## config.mk

```make
export PLATFORM = sky130hd
export DESIGN_NAME = base64_stream_encoder_top
export DESIGN_NICKNAME = d
export VERILOG_FILES = /design/src/b64e_pkg.sv /design/src/base64_stream_encoder_top.sv /design/src/b64e_front.sv /design/src/b64e_queue.sv /design/src/b64e_back.sv
export SDC_FILE = /design/constraint.sdc
export NUM_CORES = 1
export LEC_CHECK = 0
export BUFFER_PORTS_ARGS = -buffer_cell sky130_fd_sc_hd__buf_2
export CORE_UTILIZATION = 45
export CTS_BUF_LIST = sky130_fd_sc_hd__clkbuf_4 sky130_fd_sc_hd__clkbuf_8
export DETAILED_ROUTE_END_ITERATION = 8
export SLEW_MARGIN = 25
export SYNTH_ARGS = -nofsm -noshare
export SYNTH_HDL_FRONTEND = slang
export SYNTH_SLANG_ARGS = --single-unit
```

## constraint.sdc

```tcl
create_clock -name clk -period 3.5 [get_ports clk]
set_clock_uncertainty 0.1 [all_clocks]
set_input_delay 0.35 -clock clk [delete_from_list [all_inputs] [get_ports clk]]
set_output_delay 0.35 -clock clk [all_outputs]
set_load 0.02 [all_outputs]
```

## src/b64e_pkg.sv

```systemverilog
`timescale 1ns / 1ps
// Package for the base64 stream encoder: payload types, constants, alphabet lookup.
package b64e_pkg;

  localparam logic [7:0] PAD_CHAR    = 8'h3D;
  localparam logic [7:0] PLUS_CHAR   = 8'h2B;
  localparam logic [7:0] SLASH_CHAR  = 8'h2F;
  localparam logic [7:0] UPPER_BASE  = 8'h41;
  localparam logic [7:0] LOWER_BASE  = 8'h47;  // 'a' - 26
  localparam logic [7:0] DIGIT_BASE  = 8'hFC;  // '0' - 52, modulo 256
  localparam logic [5:0] SEXTET_MASK = 6'h3F;

  typedef struct packed {
    logic [7:0] data_byte;
    logic       final_byte;
  } byte_item_t;

  typedef struct packed {
    logic [7:0] out_char;
    logic       last_char;
  } char_item_t;

  // one group of one to three bytes handed from front to back
  typedef struct packed {
    logic [23:0] grp;
    logic [1:0]  nbytes;
    logic        fin;
  } group_t;

  function automatic logic [7:0] sextet_char(input logic [5:0] idx);
    logic [7:0] w;
    w = {2'b00, idx & SEXTET_MASK};
    if (idx < 6'd26)      sextet_char = UPPER_BASE + w;
    else if (idx < 6'd52) sextet_char = LOWER_BASE + w;
    else if (idx < 6'd62) sextet_char = DIGIT_BASE + w;
    else if (idx == 6'd62) sextet_char = PLUS_CHAR;
    else                   sextet_char = SLASH_CHAR;
  endfunction

endpackage

```

## src/base64_stream_encoder_top.sv

```systemverilog
`timescale 1ns / 1ps
// Top level of the base64 stream encoder.
//
//  channel   | direction | payload      | handshake
//  byte      | in        | byte_item_t  | byte_valid / byte_stall
//  char      | out       | char_item_t  | char_valid / char_stall
//
//  A byte is taken each cycle while the group queue has room; the back end
//  emits one character per cycle while char_stall is low, four per group.
//  With the back end idle, the group that a closing byte completes is
//  first written into the queue, then its first character is loaded
//  into the output register.
//  rst (synchronous) clears pending bytes, the queue and char_valid.
//  char_stall holds the output register; the two-entry queue absorbs the front.
module base64_stream_encoder_top import b64e_pkg::*; (
  input  logic       clk,
  input  logic       rst,
  input  logic       byte_valid,
  output logic       byte_stall,
  input  byte_item_t byte_data,
  output logic       char_valid,
  input  logic       char_stall,
  output char_item_t char_data
);

  logic   q_push;
  logic   q_pop;
  logic   q_full;
  logic   q_empty;
  group_t q_in;
  group_t q_head;

  b64e_front u_front (
    .clk        (clk),
    .rst        (rst),
    .byte_valid (byte_valid),
    .byte_stall (byte_stall),
    .byte_data  (byte_data),
    .q_full     (q_full),
    .q_push     (q_push),
    .q_data     (q_in)
  );

  b64e_queue u_queue (
    .clk       (clk),
    .rst       (rst),
    .push      (q_push),
    .push_data (q_in),
    .pop       (q_pop),
    .head      (q_head),
    .full      (q_full),
    .empty     (q_empty)
  );

  b64e_back u_back (
    .clk        (clk),
    .rst        (rst),
    .q_empty    (q_empty),
    .q_head     (q_head),
    .q_pop      (q_pop),
    .char_valid (char_valid),
    .char_stall (char_stall),
    .char_data  (char_data)
  );

endmodule

```

## src/b64e_front.sv

```systemverilog
`timescale 1ns / 1ps
// Front end: holds pending bytes and builds zero-filled 24-bit groups.
module b64e_front import b64e_pkg::*; (
  input  logic       clk,
  input  logic       rst,
  input  logic       byte_valid,
  output logic       byte_stall,
  input  byte_item_t byte_data,
  input  logic       q_full,
  output logic       q_push,
  output group_t     q_data
);

  logic [15:0] pending_bytes;
  logic [1:0]  pending_count;
  logic [1:0]  count;
  logic        accept;

  assign count      = (pending_count == 2'd3) ? 2'd0 : pending_count;
  assign byte_stall = q_full;
  assign accept     = byte_valid && !byte_stall;
  assign q_push     = accept && (byte_data.final_byte || count == 2'd2);

  always_comb begin
    q_data.fin = byte_data.final_byte;
    unique case (count)
      2'd0: begin
        q_data.grp    = {byte_data.data_byte, 16'h0000};
        q_data.nbytes = 2'd1;
      end
      2'd1: begin
        q_data.grp    = {pending_bytes[15:8], byte_data.data_byte, 8'h00};
        q_data.nbytes = 2'd2;
      end
      default: begin
        q_data.grp    = {pending_bytes, byte_data.data_byte};
        q_data.nbytes = 2'd3;
      end
    endcase
  end

  always_ff @(posedge clk) begin
    if (rst) begin
      pending_count <= 2'd0;
      pending_bytes <= 16'h0000;
    end else if (accept) begin
      if (q_push) begin
        pending_count <= 2'd0;
        pending_bytes <= 16'h0000;
      end else if (count == 2'd0) begin
        pending_count <= 2'd1;
        pending_bytes <= {byte_data.data_byte, 8'h00};
      end else begin
        pending_count <= 2'd2;
        pending_bytes <= {pending_bytes[15:8], byte_data.data_byte};
      end
    end
  end

endmodule

```

## src/b64e_queue.sv

```systemverilog
`timescale 1ns / 1ps
// Two-entry group queue between front and back ends.
module b64e_queue import b64e_pkg::*; (
  input  logic   clk,
  input  logic   rst,
  input  logic   push,
  input  group_t push_data,
  input  logic   pop,
  output group_t head,
  output logic   full,
  output logic   empty
);

  group_t     entry [2];
  logic       wr_ptr;
  logic       rd_ptr;
  logic [1:0] fill;

  assign full  = (fill == 2'd2);
  assign empty = (fill == 2'd0);
  assign head  = entry[rd_ptr];

  always_ff @(posedge clk) begin
    if (push && !full) begin
      entry[wr_ptr] <= push_data;
    end
  end

  always_ff @(posedge clk) begin
    if (rst) begin
      wr_ptr <= 1'b0;
      rd_ptr <= 1'b0;
      fill   <= 2'd0;
    end else begin
      if (push && !full) wr_ptr <= ~wr_ptr;
      if (pop && !empty) rd_ptr <= ~rd_ptr;
      priority if ((push && !full) && !(pop && !empty)) begin
        fill <= fill + 2'd1;
      end else if (!(push && !full) && (pop && !empty)) begin
        fill <= fill - 2'd1;
      end
    end
  end

endmodule

```

## src/b64e_back.sv

```systemverilog
`timescale 1ns / 1ps
// Back end: serializes each group into four characters through an output register.
module b64e_back import b64e_pkg::*; (
  input  logic       clk,
  input  logic       rst,
  input  logic       q_empty,
  input  group_t     q_head,
  output logic       q_pop,
  output logic       char_valid,
  input  logic       char_stall,
  output char_item_t char_data
);

  group_t     cur;
  logic       busy;
  logic [1:0] idx;
  logic       advance;
  logic       emit;
  group_t     src;
  char_item_t emit_item;

  assign advance = !char_valid || !char_stall;
  assign emit    = advance && (busy || !q_empty);
  assign q_pop   = advance && !busy && !q_empty;
  assign src     = busy ? cur : q_head;

  always_comb begin
    emit_item.last_char = 1'b0;
    unique case (idx)
      2'd0: emit_item.out_char = sextet_char(src.grp[23:18]);
      2'd1: emit_item.out_char = sextet_char(src.grp[17:12]);
      2'd2: emit_item.out_char = (src.nbytes >= 2'd2) ? sextet_char(src.grp[11:6]) : PAD_CHAR;
      default: begin
        emit_item.out_char  = (src.nbytes == 2'd3) ? sextet_char(src.grp[5:0]) : PAD_CHAR;
        emit_item.last_char = src.fin;
      end
    endcase
  end

  always_ff @(posedge clk) begin
    if (q_pop) cur <= q_head;
    if (emit) char_data <= emit_item;
  end

  always_ff @(posedge clk) begin
    if (rst) begin
      busy       <= 1'b0;
      idx        <= 2'd0;
      char_valid <= 1'b0;
    end else if (advance) begin
      char_valid <= emit;
      if (emit) begin
        idx  <= idx + 2'd1;
        busy <= (idx != 2'd3);
      end
    end
  end

endmodule

```

==> flow_summary.yaml, run 1 <==
status:
  status: "finished, final reports clean"
timing:
  slew_violations: 0
  max_freq_mhz: 301
  finalSetupTns_ps: 0
  slew_headroom_pct: 47.9
  fin_crit_sh_pct: 94.8
  setup_viol: 0
  hold_viol_final: 0
  period_minus_slack_ps: 3320
  worst_pin_slew_ps: 776
grt:
  grt_pass1_wl_um: 22600
  grt_usage_pct: 20.0
  grt_pass1_vias: 4301
  grt_antenna_before_repair: 0
  grt_max_degree: 28
  grt_overflow: 0
setup_path:
  regToRegSetupSlack_ps: 180
  worstPathRequired_ps: 3550
  cp_max_fo: 7
  reg2reg_to: "u_back.char_data[2]"
  start_kind: "flip-flop"
  cp-end-kind: "flip-flop"
  rr_worst_depth: 11
  crit_type: "flip-flop to flip-flop"
  cp.arrival_ps: 3370
  crit_end: "u_back.char_data[2]"
detailed_routing:
  vias: 4538
  met1_length_um: 6570
  viasPerCell: 5.77
  first_pass_iters: 5
  wl_per_cell_um: 17.7
  drt_iter0_drc: 401
  wl_um: 13900
  drcViolationCount: 0
  dr.max_layer_used: "met4"
  ant_nets: 0
  wl_met3_um: 548
  wl_met2_um: 6470
final_layout:
  syn_to_final_growth_pct: 11.4
  fin_util_pct: 51.9
  final_common_cell: "edfxtp_1"
  final_cell_mix: "edfxtp_1 (90), nor2_1 (36), nand2_1 (33), ha_1 (33), inv_1 (29)"
  drive_above_1_share_pct: 23.6
  nets: 639
  final_cell_area_sq_um: 7290
  n_antenna_cell: 0
yosys:
  syn_nets: 594
  syn_inst: 548
  synth_ff_type: "edfxtp_1"
  yosysTopAreaCell: "edfxtp_1"
  synth_cell_types: 68
  synth_top_area_share_pct: 41.3
  synth_seq_cells: 117
  ys_async_sr_fraction_pct: 0
  synth_edf_count: 90
  ys_warn_count: 0
  seq_area_frac_synth_pct: 49.5
  syn_area_sq_um: 6550
  synthTopCellsByArea: "edfxtp_1 (41%), dfxtp_1 (8.3%), ha_1 (6.3%), mux2i_4 (4.5%), mux2_2 (3.4%)"
  postSynthAreaPerCell_sq_um: 11.9
flow_run:
  drv_cap: 0
die:
  core_area_sq_um: 14000
  dieArea_sq_um: 15000
  initial_core_util_pct: 46.6
  boundaryPins: 24
  chipWidth_um: 123
  rows: 43
  die_y_um: 123
cts:
  clock_path_buffers: 2
  postCtsHoldBufs: 0
  clock_latency_ps: 420
  cts_tree: "done"
  root_buffer: "clkbuf_8"
  cts.htree.levels: 4
  clk_pin_slew_ps: 60
  clkSinkCount: 117
  cts_made_buffers: 17
power:
  p_leak_nw: 2.73
  peakVddDrop_v: 0.000273
  p_per_area_nw_per_um2: 886
place:
  portBuffers: 23
  gp_congestion: 0.921
  dpl-instance-area_sq_um: 6940
  dp_hpwl_um: 10200
worst_hold_path:
  hp-class: "input port to flip-flop"
## how the worst min path moves through the flow
stage                                    from                        end  slack, ps  depth (start not counted)
CTS                              byte_data[0]        u_queue.entry[0][0]         10                          1
finish                           byte_data[0]        u_queue.entry[0][0]         60                          1
detailed placement  u_front.pending_bytes[15]  u_front.pending_bytes[15]        370                          1
global route                     byte_data[0]        u_queue.entry[1][0]         20                          1
floorplan           u_front.pending_bytes[10]  u_front.pending_bytes[10]        340                          1
global placement    u_front.pending_bytes[10]  u_front.pending_bytes[10]        360                          1
## worst max-delay path, stage by stage (launching register included)
cell and delay, ps:
dfxtp_1 430, mux2_2 410, mux2i_4 240, inv_2 130, ha_1 220, a31o_2 210, a31oi_1 300, o21ai_2 170
nand2_1 160, o221ai_1 140, a221oi_1 390, o22ai_1 140
## flip-flops by register name, indices dropped and copies added (netlist names), named ones only
| register | count |
|---|---|
| u_back.busy | 1 |
| u_queue.entry | 54 |
| u_front.pending_count | 2 |
| u_queue.fill | 2 |
| u_back.char_data | 9 |
| u_back.char_valid | 1 |
| u_back.idx | 2 |
| u_queue.wr_ptr | 1 |
| u_back.cur | 27 |
| u_queue.rd_ptr | 1 |
| u_front.pending_bytes | 16 |
## report_power, final
group | leakage (nW) | switching (mW) | total (mW) | internal [mW]
logic | 1.48 | 1.99 | 3.33 | 1.34
clock network | 0.184 | 0.488 | 1.05 | 0.563
registers | 1.07 | 0.143 | 2.08 | 1.94
total | 2.73 | 2.62 | 6.46 | 3.84
## cells by family after synthesis
family	synth area share, %
adders and majority gates	6.31
and+or+nand+nor	10.4
muxes	12.5
AOI/OAI and AO/OA	16.1
DFF	49.5
xor gates and xnor gates	1.34
buffers and inverters	3.86
## cell usage after synthesis, types with 11 or more instances
cell type / instances
a22o_1: 23
nand2_1: 33
and2_1: 12
o21ai_0: 25
a21oi_1: 17
nor2_1: 36
dfxtp_1: 27
nand3_1: 13
mux2_4: 11
inv_1: 29
nor3_1: 14
ha_1: 33
mux2_2: 20
mux2i_4: 13
edfxtp_1: 90
## routing by layer
| layer | vias up | GRT usage [%] |
|---|---|---|
| li1 | 2197 | - |
| met1 | 2168 | 26.7 |
| met2 | 147 | 31.3 |
| met3 | 26 | 4.41 |
| met4 | 0 | 8.77 |
| met5 | - | 0 |
## what timing repair did
item,CTS,global route
endpoints found under the setup margin,0,3
buffers inserted,0,0
resized for setup,0,3
endpoints found under the hold margin,0,0
## area by class of cell
type	instances	area [sq um]
Sequential cell	117	3240
Timing Repair Buffer	43	290
Multi-Input combinational cell	381	3070
Clock buffer	26	308
Inverter	33	124
Tap cell	180	225
Clock inverter	6	31.3
Fill cell	1218	6750
## metrics by stage
step	std cells	hold slack, ps	power (mW)	worst slack, ps
floorplan	548	343	4.59	188
global placement	754	361	5.38	176
CTS	786	12.9	6.46	110
global route	786	22.5	6.90	-21.7
finish	786	55.7	6.46	183
detailed placement	754	368	5.38	144
Note: power is estimated with default switching activity, not from simulation.
==> run 2, diff against run 1 <==
--- a/config.mk
+++ b/config.mk
@@ -6,8 +6,9 @@
 export NUM_CORES = 1
 export LEC_CHECK = 0
 export BUFFER_PORTS_ARGS = -buffer_cell sky130_fd_sc_hd__buf_2
+export CAP_MARGIN = 30
+export CORE_MARGIN = 2
 export CORE_UTILIZATION = 45
-export CTS_BUF_LIST = sky130_fd_sc_hd__clkbuf_4 sky130_fd_sc_hd__clkbuf_8
 export DETAILED_ROUTE_END_ITERATION = 8
 export SLEW_MARGIN = 25
 export SYNTH_ARGS = -nofsm -noshare
==> run 2 against run 1 <==
Sequential cell count unchanged. Cell area grew 2.6%. Global-route usage decreased by 1.3 points. Wire length rose by 1.6%. First-iteration DRC count shrank 6.2%. Sequential share of layout area fell by 1.1 points. Non-clock buffer count did not move. Via count barely moved. Final cell count grew 0.25%. Power up 7.8%. Clock power is 46% higher. Combinational power hardly changed. Largest power group unchanged.
==> flow_summary.yaml, run 2 (synthesized netlist as in run 1, its figures left out) <==
detailed_routing:
  viasPerCell: 5.76
  wl_um: 14200
  first_pass_iters: 5
  drt_iter0_drc: 376
  ant_nets: 0
  wl_per_cell_um: 18.0
  vias: 4535
  drcViolationCount: 0
cts:
  clk_pin_slew_ps: 50
  root_buffer: "clkbuf_16"
  cts_tree: "done"
  clkSinkCount: 117
  clock_path_buffers: 2
  clock_latency_ps: 400
  cts.htree.levels: 4
  post-cts-setup-buffer-count: 0
  cts_made_buffers: 17
setup_path:
  crit_type: "flip-flop to flip-flop"
  start_kind: "flip-flop"
  cp-end-kind: "flip-flop"
  cp_max_fo: 11
  cp.arrival_ps: 3260
  worstPathRequired_ps: 3520
timing:
  finalSetupTns_ps: 0
  slew_violations: 0
  worst_pin_slew_ps: 834
  fin_crit_sh_pct: 92.5
  hold_viol_final: 0
  rsz0062_at_grt: "no"
  slew_headroom_pct: 44.4
  setup_viol: 0
  max_freq_mhz: 309
  period_minus_slack_ps: 3240
place:
  gp_congestion: 0.921
  dp_hpwl_um: 10500
  portBuffers: 23
flow_run:
  drv_cap: 0
grt:
  grt_pass1_wl_um: 23000
  grt_overflow: 0
  grt_usage_pct: 18.7
  grt_antenna_before_repair: 0
  grt_pass1_vias: 4480
  grt_max_degree: 28
final_layout:
  final_common_cell: "edfxtp_1"
  drive_above_1_share_pct: 23.0
  top_register: "u_queue.entry"
  n_antenna_cell: 0
  nets: 639
  reg_top3: "u_queue.entry x54, u_back.cur x27, u_front.pending_bytes x16"
  syn_to_final_growth_pct: 14.2
  largest_register_ff_count: 54
  final_cell_mix: "edfxtp_1 (90), nor2_1 (36), nand2_1 (33), ha_1 (33), inv_1 (29)"
die:
  dieArea_sq_um: 15500
  rows: 44
  initial_core_util_pct: 45.6
  chipWidth_um: 125
  boundaryPins: 24
  die_y_um: 125
  core_area_sq_um: 14400
worst_hold_path:
  hp-class: "input port to flip-flop"
power:
  peakVddDrop_v: 0.000347
  p_per_area_nw_per_um2: 931
  p_leak_nw: 2.79
  finalPower_mw: 6.96
status:
  status: "finished, final reports clean"
==> run 2: cell type report <==
class | count | area, sq um
inverters | 33 | 124
clock inverters | 11 | 88.8
well taps | 184 | 230
clock buffers | 19 | 433
repair buffers | 43 | 290
multi-input cells | 381 | 3070
flip-flops and latches | 117 | 3240
fillers | 1235 | 6890
==> run 2: what timing repair did <==
item	CTS	global route
endpoints found under the setup margin	0	4
gates resized for setup	0	3
hold buffers	0	0
==> run 2: where the power goes <==
part | switching, mW | total, mW | leakage [nW] | internal [mW]
registers | 0.141 | 2.08 | 1.07 | 1.94
clock network | 0.572 | 1.53 | 0.249 | 0.954
logic | 2.01 | 3.35 | 1.47 | 1.34
==> run 2: routing by layer <==
metal	vias up	part of all wire [%]	track usage, %	wire, um
met3	38	3.8	4.34	538
met5	-	0	0	0
met1	2161	46	23.9	6450
met2	145	46	29.3	6570
met4	0	4.2	10.4	593
li1	2191	-	-	-
==> run 2: critical path: stages (launching register included) <==
cell and delay (ps):
dfxtp_1 310, inv_2 340, buf_4 280, mux2i_4 90
buf_4 160, ha_1 230, nor3_1 690, nand2_1 120
a221oi_1 520, a41oi_1 110
==> run 2: through the flow <==
stage	cells	worst slack (ps)	utilization [%]	instance area [sq um]	hold slack [ps]
CTS	788	189	52.0	7470	73.6
finish	788	261	52.0	7480	93.0
global placement	758	257	48.3	6940	359
floorplan	548	188	-	6550	343
global route	788	28.6	52.0	7480	82.3
detailed placement	758	182	48.3	6940	361
==> run 2: path summary, 6_finish.rpt <==
check        cells past startpoint                     start                        to  slack (ps)
max reg2reg                      9               u_back.busy       u_back.char_data[4]         260
min                              1              byte_data[0]       u_queue.entry[1][0]          90
max                              9               u_back.busy       u_back.char_data[4]         260
min reg2reg                      1  u_front.pending_bytes[8]  u_front.pending_bytes[8]         370
